===== config.mk =====
export PLATFORM = sky130hd
export DESIGN_NAME = cubic_bezier_easing_sampler
export DESIGN_NICKNAME = d
export VERILOG_FILES = /design/src/rtl/core/cbes_pkg.sv /design/src/rtl/core/cbes_divider.sv /design/src/rtl/core/cubic_bezier_easing_sampler.sv
export SDC_FILE = /design/constraint.sdc
export NUM_CORES = 2
export LEC_CHECK = 0
export BUFFER_PORTS_ARGS = -buffer_cell sky130_fd_sc_hd__buf_2
export CAP_MARGIN = 15
export CORE_AREA = 2 2 312 314
export DETAILED_ROUTE_END_ITERATION = 8
export DIE_AREA = 0 0 314 316
export GPL_ROUTABILITY_DRIVEN = 0
export PLACE_DENSITY_LB_ADDON = 0.15
export REMOVE_ABC_BUFFERS = 1
export SLEW_MARGIN = 10
export SYNTH_ARGS = -nofsm -noshare
export SYNTH_HDL_FRONTEND = slang
export SYNTH_SLANG_ARGS = --single-unit

===== constraint.sdc =====
create_clock -name clock -period 12.6 [get_ports clock]
set_clock_uncertainty 0.2 [all_clocks]
set_input_delay 0.63 -clock clock [delete_from_list [all_inputs] [get_ports clock]]
set_output_delay 0.63 -clock clock [all_outputs]
set_load 0.02 [all_outputs]

===== src/rtl/core/cbes_pkg.sv =====
// Shared constants for the cubic Bezier easing sampler.
// No dependencies.
package cbes_pkg;

   localparam int FRAC_BITS = 16;
   localparam int X_W       = FRAC_BITS + 1;          // progress, 0..ONE
   localparam int T_W       = FRAC_BITS + 2;          // signed t
   localparam int COEF_W    = 24;
   localparam int ACC_W     = 32;                     // Horner accumulator
   localparam int PROD_W    = ACC_W + T_W;
   localparam int NUM_W     = ACC_W + FRAC_BITS;      // Newton dividend
   localparam int DEN_W     = ACC_W;                  // Newton divisor
   localparam int DIV_CNT_W = $clog2(NUM_W);

   localparam logic [X_W-1:0] ONE_X = X_W'(1) << FRAC_BITS;

   // register indexes on the csr port
   localparam logic [2:0] REG_X_CUBIC  = 3'd0;
   localparam logic [2:0] REG_X_SQUARE = 3'd1;
   localparam logic [2:0] REG_X_LINEAR = 3'd2;
   localparam logic [2:0] REG_Y_CUBIC  = 3'd3;
   localparam logic [2:0] REG_Y_SQUARE = 3'd4;
   localparam logic [2:0] REG_Y_LINEAR = 3'd5;

endpackage


===== src/rtl/core/cbes_divider.sv =====
// Radix-2 restoring signed divider, one quotient bit per cycle, truncates toward zero.
// Depends on cbes_pkg.
module cbes_divider (
   input  logic                               clock,
   input  logic                               reset,
   input  logic                               div_start,
   input  logic signed [cbes_pkg::NUM_W-1:0]  div_dividend,
   input  logic signed [cbes_pkg::DEN_W-1:0]  div_divisor,
   output logic                               div_done,
   output logic signed [cbes_pkg::NUM_W-1:0]  div_quotient
);

   localparam int NW = cbes_pkg::NUM_W;
   localparam int DW = cbes_pkg::DEN_W;
   localparam int CW = cbes_pkg::DIV_CNT_W;

   logic [NW-1:0] num_ff, num_in;
   logic [DW-1:0] den_ff, den_in;
   logic [DW-1:0] rem_ff, rem_in;
   logic [NW-1:0] quo_ff, quo_in;
   logic          neg_ff, neg_in;
   logic          busy_ff, busy_in;
   logic          done_ff, done_in;
   logic [CW-1:0] cnt_ff, cnt_in;

   logic [DW:0]   rem_sh;
   logic          fits;
   logic [DW:0]   rem_sub;

   always_comb begin
      rem_sh  = {rem_ff, num_ff[NW-1]};
      fits    = rem_sh >= {1'b0, den_ff};
      rem_sub = rem_sh - {1'b0, den_ff};

      num_in  = num_ff;
      den_in  = den_ff;
      rem_in  = rem_ff;
      quo_in  = quo_ff;
      neg_in  = neg_ff;
      busy_in = busy_ff;
      cnt_in  = cnt_ff;
      done_in = 1'b0;

      if (div_start) begin
         num_in  = div_dividend[NW-1] ? NW'(-div_dividend) : NW'(div_dividend);
         den_in  = div_divisor[DW-1] ? DW'(-div_divisor) : DW'(div_divisor);
         neg_in  = div_dividend[NW-1] ^ div_divisor[DW-1];
         rem_in  = '0;
         quo_in  = '0;
         cnt_in  = '0;
         busy_in = 1'b1;
      end else if (busy_ff) begin
         rem_in = fits ? rem_sub[DW-1:0] : rem_sh[DW-1:0];
         num_in = {num_ff[NW-2:0], 1'b0};
         quo_in = {quo_ff[NW-2:0], fits};
         cnt_in = cnt_ff + CW'(1);
         if (cnt_ff == CW'(NW - 1)) begin
            busy_in = 1'b0;
            done_in = 1'b1;
         end
      end
   end

   always_ff @(posedge clock) begin
      if (reset) begin
         busy_ff <= 1'b0;
         done_ff <= 1'b0;
         cnt_ff  <= '0;
      end else begin
         busy_ff <= busy_in;
         done_ff <= done_in;
         cnt_ff  <= cnt_in;
      end
   end

   always_ff @(posedge clock) begin
      num_ff <= num_in;
      den_ff <= den_in;
      rem_ff <= rem_in;
      quo_ff <= quo_in;
      neg_ff <= neg_in;
   end

   assign div_done     = done_ff;
   assign div_quotient = neg_ff ? -$signed(quo_ff) : $signed(quo_ff);

endmodule


===== src/rtl/core/cubic_bezier_easing_sampler.sv =====
// Channel  Direction  Handshake          Payload
// req      in         req_valid/stall    req_progress    (Q1.16, 65536 = 1.0)
// rsp      out        rsp_valid/stall    rsp_eased_value (signed Q8.16)
// csr      in         csr_write_enable   csr_index, csr_write_data
// One shared 32x18 multiplier evaluates X, X' and Y by Horner steps, each S_MUL then S_ACC.
// Progress 0 or >= 1.0: result valid in the cycle after transfer. Otherwise an X pass
// checks t, each Newton update runs an X' pass and the bit-serial divider, a flat derivative
// or the last Newton update falls back to bisection steps of one X pass each, then a Y pass.
// req_stall is high from transfer until the result transfer completes.
// Synchronous active-high reset; no memory clearing.
// Depends on cbes_pkg and cbes_divider.
module cubic_bezier_easing_sampler #(
   parameter int NEWTON_ITERATIONS = 8
) (
   input  logic                                clock,
   input  logic                                reset,
   input  logic                                req_valid,
   output logic                                req_stall,
   input  logic        [16:0]                  req_progress,
   output logic                                rsp_valid,
   input  logic                                rsp_stall,
   output logic signed [23:0]                  rsp_eased_value,
   input  logic                                csr_write_enable,
   input  logic        [2:0]                   csr_index,
   input  logic        [23:0]                  csr_write_data
);

   localparam int XW  = cbes_pkg::X_W;
   localparam int TW  = cbes_pkg::T_W;
   localparam int AW  = cbes_pkg::ACC_W;
   localparam int PW  = cbes_pkg::PROD_W;
   localparam int NW  = cbes_pkg::NUM_W;
   localparam int FB  = cbes_pkg::FRAC_BITS;
   localparam int IW  = $clog2(NEWTON_ITERATIONS + 1);

   localparam logic signed [AW-1:0] OUT_MAX = AW'(8388607);
   localparam logic signed [AW-1:0] OUT_MIN = -AW'(8388608);

   typedef enum logic [9:0] {
      S_IDLE  = 10'b0000000001,
      S_MUL   = 10'b0000000010,
      S_ACC   = 10'b0000000100,
      S_NCHK  = 10'b0000001000,
      S_DCHK  = 10'b0000010000,
      S_DIV   = 10'b0000100000,
      S_BCOND = 10'b0001000000,
      S_BCHK  = 10'b0010000000,
      S_YSAT  = 10'b0100000000,
      S_OUT   = 10'b1000000000
   } state_type;

   typedef enum logic [1:0] {
      M_NX = 2'd0,
      M_D  = 2'd1,
      M_BX = 2'd2,
      M_Y  = 2'd3
   } mode_type;

   logic signed [23:0] ax_ff, bx_ff, cx_ff, ay_ff, by_ff, cy_ff;

   state_type              state_ff, state_in;
   mode_type               mode_ff, mode_in;
   logic        [1:0]      k_ff, k_in;
   logic signed [AW-1:0]   acc_ff, acc_in;
   logic signed [PW-1:0]   prod_ff, prod_in;
   logic signed [TW-1:0]   t_ff, t_in;
   logic        [XW-1:0]   x_ff, x_in;
   logic        [XW-1:0]   low_ff, low_in, high_ff, high_in;
   logic signed [AW-1:0]   diff_ff, diff_in;
   logic        [IW-1:0]   iter_ff, iter_in;
   logic signed [23:0]     rsp_eased_value_ff, rsp_eased_value_in;

   logic                   eval_go;
   mode_type               eval_mode;
   logic signed [AW-1:0]   addend;
   logic                   last_step;
   logic signed [PW-1:0]   prod_sh;
   logic signed [AW-1:0]   x_acc, xdiff;
   logic                   near;
   logic        [XW-1:0]   x_sat;
   logic                   div_start, div_done;
   logic signed [NW-1:0]   div_quotient;
   logic signed [NW:0]     t_sub;
   logic        [XW-1:0]   b_low, b_high;

   cbes_divider u_div (
      .clock        (clock),
      .reset        (reset),
      .div_start    (div_start),
      .div_dividend ({diff_ff, FB'(0)}),
      .div_divisor  (acc_ff),
      .div_done     (div_done),
      .div_quotient (div_quotient)
   );

   always_comb begin
      x_sat   = req_progress[16] ? cbes_pkg::ONE_X : XW'(req_progress);
      x_acc   = AW'({1'b0, x_ff});
      xdiff   = acc_ff - x_acc;
      near    = (xdiff >= -AW'(1)) && (xdiff <= AW'(1));
      prod_in = acc_ff * t_ff;
      prod_sh = prod_ff >>> FB;
      t_sub   = {{(NW + 1 - TW){t_ff[TW-1]}}, t_ff} - {div_quotient[NW-1], div_quotient};

      unique case (mode_ff)
         M_NX, M_BX: addend = (k_ff == 2'd0) ? AW'(bx_ff) : (k_ff == 2'd1) ? AW'(cx_ff) : '0;
         M_Y:        addend = (k_ff == 2'd0) ? AW'(by_ff) : (k_ff == 2'd1) ? AW'(cy_ff) : '0;
         M_D:        addend = (k_ff == 2'd0) ? (AW'(bx_ff) <<< 1) : AW'(cx_ff);
         default:    addend = '0;
      endcase
      last_step = (mode_ff == M_D) ? (k_ff == 2'd1) : (k_ff == 2'd2);

      if (xdiff < 0) begin
         b_low  = t_ff[XW-1:0];
         b_high = high_ff;
      end else begin
         b_low  = low_ff;
         b_high = t_ff[XW-1:0];
      end
   end

   always_comb begin
      state_in           = state_ff;
      mode_in            = mode_ff;
      k_in               = k_ff;
      acc_in             = acc_ff;
      t_in               = t_ff;
      x_in               = x_ff;
      low_in             = low_ff;
      high_in            = high_ff;
      diff_in            = diff_ff;
      iter_in            = iter_ff;
      rsp_eased_value_in = rsp_eased_value_ff;
      eval_go            = 1'b0;
      eval_mode          = M_NX;
      div_start          = 1'b0;

      unique case (state_ff)
         S_IDLE: begin
            if (req_valid) begin
               x_in    = x_sat;
               t_in    = TW'(x_sat);
               iter_in = '0;
               if (x_sat == '0 || x_sat == cbes_pkg::ONE_X) begin
                  rsp_eased_value_in = 24'(x_sat);
                  state_in           = S_OUT;
               end else begin
                  eval_go = 1'b1;
               end
            end
         end
         S_MUL: state_in = S_ACC;
         S_ACC: begin
            acc_in = AW'(prod_sh) + addend;
            k_in   = k_ff + 2'd1;
            if (!last_step) begin
               state_in = S_MUL;
            end else begin
               unique case (mode_ff)
                  M_NX:    state_in = S_NCHK;
                  M_D:     state_in = S_DCHK;
                  M_BX:    state_in = S_BCHK;
                  M_Y:     state_in = S_YSAT;
                  default: state_in = S_YSAT;
               endcase
            end
         end
         S_NCHK: begin
            diff_in = xdiff;
            eval_go = 1'b1;
            eval_mode = near ? M_Y : M_D;
         end
         S_DCHK: begin
            if (acc_ff == '0) begin
               t_in     = TW'(x_ff);
               low_in   = '0;
               high_in  = cbes_pkg::ONE_X;
               state_in = S_BCOND;
            end else begin
               div_start = 1'b1;
               state_in  = S_DIV;
            end
         end
         S_DIV: begin
            if (div_done) begin
               priority if (t_sub[NW]) begin
                  t_in = '0;
               end else if (t_sub > (NW + 1)'(cbes_pkg::ONE_X)) begin
                  t_in = TW'(cbes_pkg::ONE_X);
               end else begin
                  t_in = TW'(t_sub);
               end
               iter_in = iter_ff + IW'(1);
               if (iter_ff == IW'(NEWTON_ITERATIONS - 1)) begin
                  low_in   = '0;
                  high_in  = cbes_pkg::ONE_X;
                  state_in = S_BCOND;
                  t_in     = TW'(x_ff);
               end else begin
                  eval_go = 1'b1;
               end
            end
         end
         S_BCOND: begin
            eval_go   = 1'b1;
            eval_mode = (high_ff - low_ff > XW'(1)) ? M_BX : M_Y;
         end
         S_BCHK: begin
            if (near) begin
               eval_go   = 1'b1;
               eval_mode = M_Y;
            end else begin
               low_in   = b_low;
               high_in  = b_high;
               t_in     = TW'(b_low + ((b_high - b_low) >> 1));
               state_in = S_BCOND;
            end
         end
         S_YSAT: begin
            priority if (acc_ff > OUT_MAX) begin
               rsp_eased_value_in = 24'(OUT_MAX);
            end else if (acc_ff < OUT_MIN) begin
               rsp_eased_value_in = 24'(OUT_MIN);
            end else begin
               rsp_eased_value_in = 24'(acc_ff);
            end
            state_in = S_OUT;
         end
         S_OUT: begin
            if (!rsp_stall) state_in = S_IDLE;
         end
         default: state_in = S_IDLE;
      endcase

      if (eval_go) begin
         mode_in  = eval_mode;
         k_in     = '0;
         state_in = S_MUL;
         unique case (eval_mode)
            M_D:     acc_in = AW'(ax_ff) + (AW'(ax_ff) <<< 1);
            M_Y:     acc_in = AW'(ay_ff);
            default: acc_in = AW'(ax_ff);
         endcase
      end
   end

   always_ff @(posedge clock) begin
      if (reset) begin
         state_ff <= S_IDLE;
         mode_ff  <= M_NX;
         k_ff     <= '0;
         iter_ff  <= '0;
      end else begin
         state_ff <= state_in;
         mode_ff  <= mode_in;
         k_ff     <= k_in;
         iter_ff  <= iter_in;
      end
   end

   always_ff @(posedge clock) begin
      acc_ff             <= acc_in;
      prod_ff            <= prod_in;
      t_ff               <= t_in;
      x_ff               <= x_in;
      low_ff             <= low_in;
      high_ff            <= high_in;
      diff_ff            <= diff_in;
      rsp_eased_value_ff <= rsp_eased_value_in;
   end

   always_ff @(posedge clock) begin
      if (reset) begin
         ax_ff <= '0;
         bx_ff <= '0;
         cx_ff <= 24'sd65536;
         ay_ff <= '0;
         by_ff <= '0;
         cy_ff <= 24'sd65536;
      end else if (csr_write_enable) begin
         unique case (csr_index)
            cbes_pkg::REG_X_CUBIC:  ax_ff <= csr_write_data;
            cbes_pkg::REG_X_SQUARE: bx_ff <= csr_write_data;
            cbes_pkg::REG_X_LINEAR: cx_ff <= csr_write_data;
            cbes_pkg::REG_Y_CUBIC:  ay_ff <= csr_write_data;
            cbes_pkg::REG_Y_SQUARE: by_ff <= csr_write_data;
            cbes_pkg::REG_Y_LINEAR: cy_ff <= csr_write_data;
            default: ;
         endcase
      end
   end

   assign req_stall       = (state_ff != S_IDLE);
   assign rsp_valid       = (state_ff == S_OUT);
   assign rsp_eased_value = rsp_eased_value_ff;

endmodule


; ---- After elaboration in Yosys (flattened, before gate mapping)
; Index checks and enable logic that the tools add are counted.
[word_totals]
regBits = 536
in_bits = 49
[classes]
addsub = 14
mul = 1
order_cmp = 8
eq_ne = 40
n_mux = 72
bitwise = 3
n_reduce_logical = 31
[ops]
columns = op, n
row1 = $mux 32, 8
row2 = $mux 48, 4
row3 = $mux 17, 11
row4 = $mux 18, 7
row5 = $pmux 17 s3, 2
row6 = $mux 24, 4
row7 = $neg 48->48, 2
row8 = $pmux 32 s3, 1
row9 = $pmux 10 s9, 1
row10 = $pmux 18 s4, 1
row11 = $mux 10, 7
row12 = $pmux 32 s2, 1
row13 = $gt 49x17->1 const B, 1
row14 = $sub 18x48->49, 1
row15 = $mul 32x18->48, 1
row16 = $pmux 24 s2, 1
row17 = $pmux 10 s4, 1
row18 = $ge 33x32->1, 1
row19 = $add 32x32->32, 1
row20 = $ge 32x1->1 const B, 1
row21 = $gt 32x24->1 const B, 1
row22 = $le 32x2->1 const B, 1
row23 = $logic_not 32->1, 1
row24 = $lt 32x1->1 const B, 1
row25 = 59 further kinds, 108

; ---- Logic depth before layout (Yosys ltp)
[depth]
depth_word = 9
ltp_mapped = 34

; ---- Cells and area by module
; A second synthesis with hierarchy kept.
[unflattened]
cells_unflattened = 6326
area_unflattened_um2 = 53941.7
[by_module_without_submodules]
columns = mod, n_inst, cells_each, area_each_um2, seq_area_each_um2
row1 = cubic_bezier_easing_sampler, 1, 5078, 42938.7, 8598.2
row2 = cbes_divider, 1, 1248, 11003.1, 4194.0

; ---- Least setup slack after synthesis
; Ideal clock, no wire load.
[synth_path]
path_type = register to register
startpoint = register t_ff[17]
endpoint = register prod_ff[47]
setup_ns = 0.121
arrival_time_ns = 7.386
slack_ns = 4.894
stages_incl_launch_ff = 24
n_path_buf = 1
period_less_slack_ns = 7.706
path_cell_list = edfxtp_1 > clkbuf_1 > nand2_1 > fa_1 > fa_1 > inv_1 > fa_1 > inv_1 > fa_1 > fa_1 > inv_1 > fa_1 > ha_1 > and2_1 > a221o_1 > a31oi_1 > a21oi_1 > a221oi_1 > o31ai_1 > a31oi_1 > or2_2 > o31ai_1 > a21oi_1 > xnor2_1
[synth_between]
elab_chain_cells = 1
[synth_rtl]
columns = element, line
row1 = "start, declared", cubic_bezier_easing_sampler.sv:66  ; logic signed [TW-1:0] t_ff, t_in;
row2 = "start signal, assigned", cubic_bezier_easing_sampler.sv:264  ; t_ff <= t_in;
row3 = $mul 32x18->48, cubic_bezier_easing_sampler.sv:101  ; prod_in = acc_ff * t_ff;
row4 = named net prod_in[47], cubic_bezier_easing_sampler.sv:65  ; logic signed [PW-1:0] prod_ff, prod_in;
row5 = "end signal, assigned", cubic_bezier_easing_sampler.sv:263  ; prod_ff <= prod_in;
row6 = "end, declared", cubic_bezier_easing_sampler.sv:65
; The timed path passes the listed nets, and every way through them passes these cells.
; A chain may end at the register's enable or synchronous reset.

; ---- Worst setup path in the final report
[layout_path]
startpoint = register acc_ff[6]
endpoint = register t_ff[16] (data pin)
[layout_between]
elab_chain_cells = 7
word_cells_on_any_way = 8
cone_classes = 3 x add/sub / 1 x order compare / 4 x mux
[layout_rtl]
columns = element, line
row1 = "start, declared", cubic_bezier_easing_sampler.sv:64  ; logic signed [AW-1:0] acc_ff, acc_in;
row2 = "start signal, assigned", cubic_bezier_easing_sampler.sv:262  ; acc_ff <= acc_in;
row3 = $sub 32x18->32, cubic_bezier_easing_sampler.sv:99  ; xdiff = acc_ff - x_acc;
row4 = $lt 32x1->1, cubic_bezier_easing_sampler.sv:113  ; if (xdiff < 0) begin
row5 = $mux 17, cubic_bezier_easing_sampler.sv:113
row6 = named net b_high[2], cubic_bezier_easing_sampler.sv:84  ; logic [XW-1:0] b_low, b_high;
row7 = $sub 17x17->18, cubic_bezier_easing_sampler.sv:215  ; t_in = TW'(b_low + ((b_high - b_low) >> 1));
row8 = $add 17x17->18, cubic_bezier_easing_sampler.sv:215
row9 = $mux 18, cubic_bezier_easing_sampler.sv:209  ; if (near) begin
row10 = $pmux 18 s4, cubic_bezier_easing_sampler.sv:138  ; unique case (state_ff)
row11 = named net t_in[16], cubic_bezier_easing_sampler.sv:66
; The timed path passes the listed nets, and every way through them passes these cells. The select of a mux whose other input is x is not followed.

==> out/results.ini <==
[status]
status=completed

[detailed_routing]
drtPass1Iterations=6
postRouteAntennaNets=0
drt-initial-drc-count=3754
vias=43200
drc=0
wl_per_cell_um=20.3
drt-total-wl_um=150000
viasPerCell=5.87

[worst_setup_path]
worst_setup_path_end_kind=register
arrival_ns=9.05
path_delay_family=compound AO/OA/AOI/OAI gates
crit_type=register to register
cp_data_required_time_ns=12.78
cp_slowest_stage_delay_ns=0.95
crit_buf_inv=2
critPathLaunchType=register
cp_common_cell=o21ai_0
crit_fanout=25
crit_slowest_cell=edfxtp_1

[synthesis]
synth_cell_types=89
async_flop_share=0
avgSynthCellArea_um2=8.54
synth_area_um2=52500
synth_ff_type=dfxtp_1
ys.warnings.count=0
ys_seq_area_frac=0.235
synth_edf_count=222
syn_inst=6145
ys_ff_latch=504

[sta]
tns_ns=0
setup_violations=0
rsz0062_at_grt=false
hold_violations=0
slew_headroom=0.193
period_needed_ns=8.86
maxSlewViolCount=0
timing.fmax_mhz=113
finalCritPeriodShare=0.704
worstMarginPinSlew_ns=1.20

[floorplan]
die_x_um=314
die-height_um=316
rows=114
ios=75
die-area_um2=99200
core-area_um2=96000
initial_utilization=0.547

[global_routing]
grt_pass1_wl_um=239000
antenna_found_initial=4
grt_start_max_net_pins=92
grt.total_usage=0.305
grt_pass1_vias=42400
overflow=0

[worst_hold_path]
min-delay-path-class=primary input to register

[clock_network]
cts_buffers=61
cts_buffer_depth=3
htree_num_levels=2
clk_latency_ns=0.68
cts_tree=built
clock_sinks=504
clock-root-buffer=clkbuf_16
clk_pin_slew_ns=0.07

[finish]
area_delta_synth_final_pct=6.59
drive_gt1_frac=0.0539
finalNetCount=6945

[place]
dp_hpwl_um=113000
port_buffers=74

[flow_run]
cap_violations=0

-- metrics by stage --
step                      cells  hold WS, ns  setup slack, ns   util  area, µm²
after floorplan            5811        0.226             4.30      -      51200
after global placement     7238        0.237             3.94  0.560      53800
after detailed placement   7238        0.242             3.83  0.560      53800
after CTS                  7353      0.00683             3.81  0.582      55900
after global routing       7356       0.0325             3.13  0.583      55900
final                      7358       0.0421             3.74  0.583      56000
-- cells in the mapped netlist, types with 147 or more instances --
cell | count | area share
xnor2_1 | 159 | 0.027
and2_1 | 188 | 0.022
fa_1 | 546 | 0.21
ha_1 | 321 | 0.077
dfxtp_1 | 282 | 0.11
nand2_1 | 958 | 0.069
edfxtp_1 | 222 | 0.13
nor2_1 | 299 | 0.021
clkbuf_1 | 300 | 0.021
a21oi_1 | 478 | 0.046
inv_1 | 743 | 0.053
o21ai_0 | 266 | 0.025
xor2_1 | 147 | 0.025
-- layout by cell type (no fill, tap or decap), types with 78 or more instances in the layout --
master    netlist  layout
nor3_1         81      81
xor2_1        147     147
xnor2_1       159     159
a21oi_1       478     476
o21ai_0       266     266
edfxtp_1      222     222
inv_1         743     743
nand2_1       958     958
a21o_1         88      88
and2_1        188     188
fa_1          546     546
nor2_1        299     297
mux2i_1       111     111
dfxtp_1       282     281
buf_4           3      78
ha_1          321     320
-- worst reg2reg max path, delay by kind of cell, from the launching register on --
family	cells	cell delay, ns
muxes	1	0.41
adders and majority gates	3	1.13
AOI/OAI and AO/OA	14	3.83
buffers and inverters	2	0.67
and+or+nand+nor	9	1.23
xor gates and xnor gates	1	0.13
DFF	1	0.95
-- state kept, by name, indices dropped and copies added, names as in the netlist, 6 cells and up --
signal,count
bx_ff,24
rsp_eased_value,24
u_div.num_ff,32
high_ff,17
t_ff,18
state_ff,10
by_ff,24
u_div.den_ff,32
cy_ff,24
low_ff,17
ax_ff,24
u_div.rem_ff,32
diff_ff,32
u_div.quo_ff,48
cx_ff,24
prod_ff,32
x_ff,17
acc_ff,32
ay_ff,24
u_div.cnt_ff,6
-- final timing paths --
| check | from | end | slack (ns) | depth (start not counted) |
|---|---|---|---|---|
| worst min-delay path | csr_write_data[17] | cx_ff[17] | 0.04 | 3 |
| worst max-delay path | acc_ff[6] | t_ff[16] | 3.74 | 30 |
| worst max register to register | acc_ff[6] | t_ff[16] | 3.74 | 30 |
| worst min register to register | cy_ff[19] | cy_ff[19] | 0.25 | 2 |
-- area by class of cell --
class	instances	area (µm²)
flip-flops and latches	504	12300
fillers	8652	40000
clock inverters	29	325
clock buffers	85	1760
diodes	2	5.00
repair buffers	155	1010
multi-input cells	4562	36100
inverters	745	2800
well taps	1276	1600
-- what timing repair did --
item / in CTS / in global routing
hold buffers: 1 / 0
endpoints found under the setup margin: 0 / 0
setup buffers: 0 / 0
resized for setup: 0 / 0
hold endpoints to repair: 1 / 0
-- cell families (layout without fill, tap and decap cells) --
group,Yosys count,count (layout),synth area share
AND/OR/NAND/NOR,2005,2005,0.179
AO/OA/AOI/OAI,1256,1256,0.148
buffers and inverters,1079,1014,0.0778
adder cells (fa/ha/maj),867,867,0.285
flip-flops,504,504,0.235
XOR/XNOR,306,306,0.0511
multiplexers,128,128,0.0248
other,0,2,0
-- metal layers --
metal	track usage	up-vias	routed length, µm	share of wire
met4	0.130	2	7000	0.047
met1	0.413	20900	62000	0.41
li1	-	20300	-	-
met3	0.0553	345	13300	0.089
met5	0	-	13	0.000087
met2	0.484	1632	67400	0.45
Power is left out: the tool's default activity adds up to more than one toggle a clock period on the data nets, which glitch-free logic cannot reach.
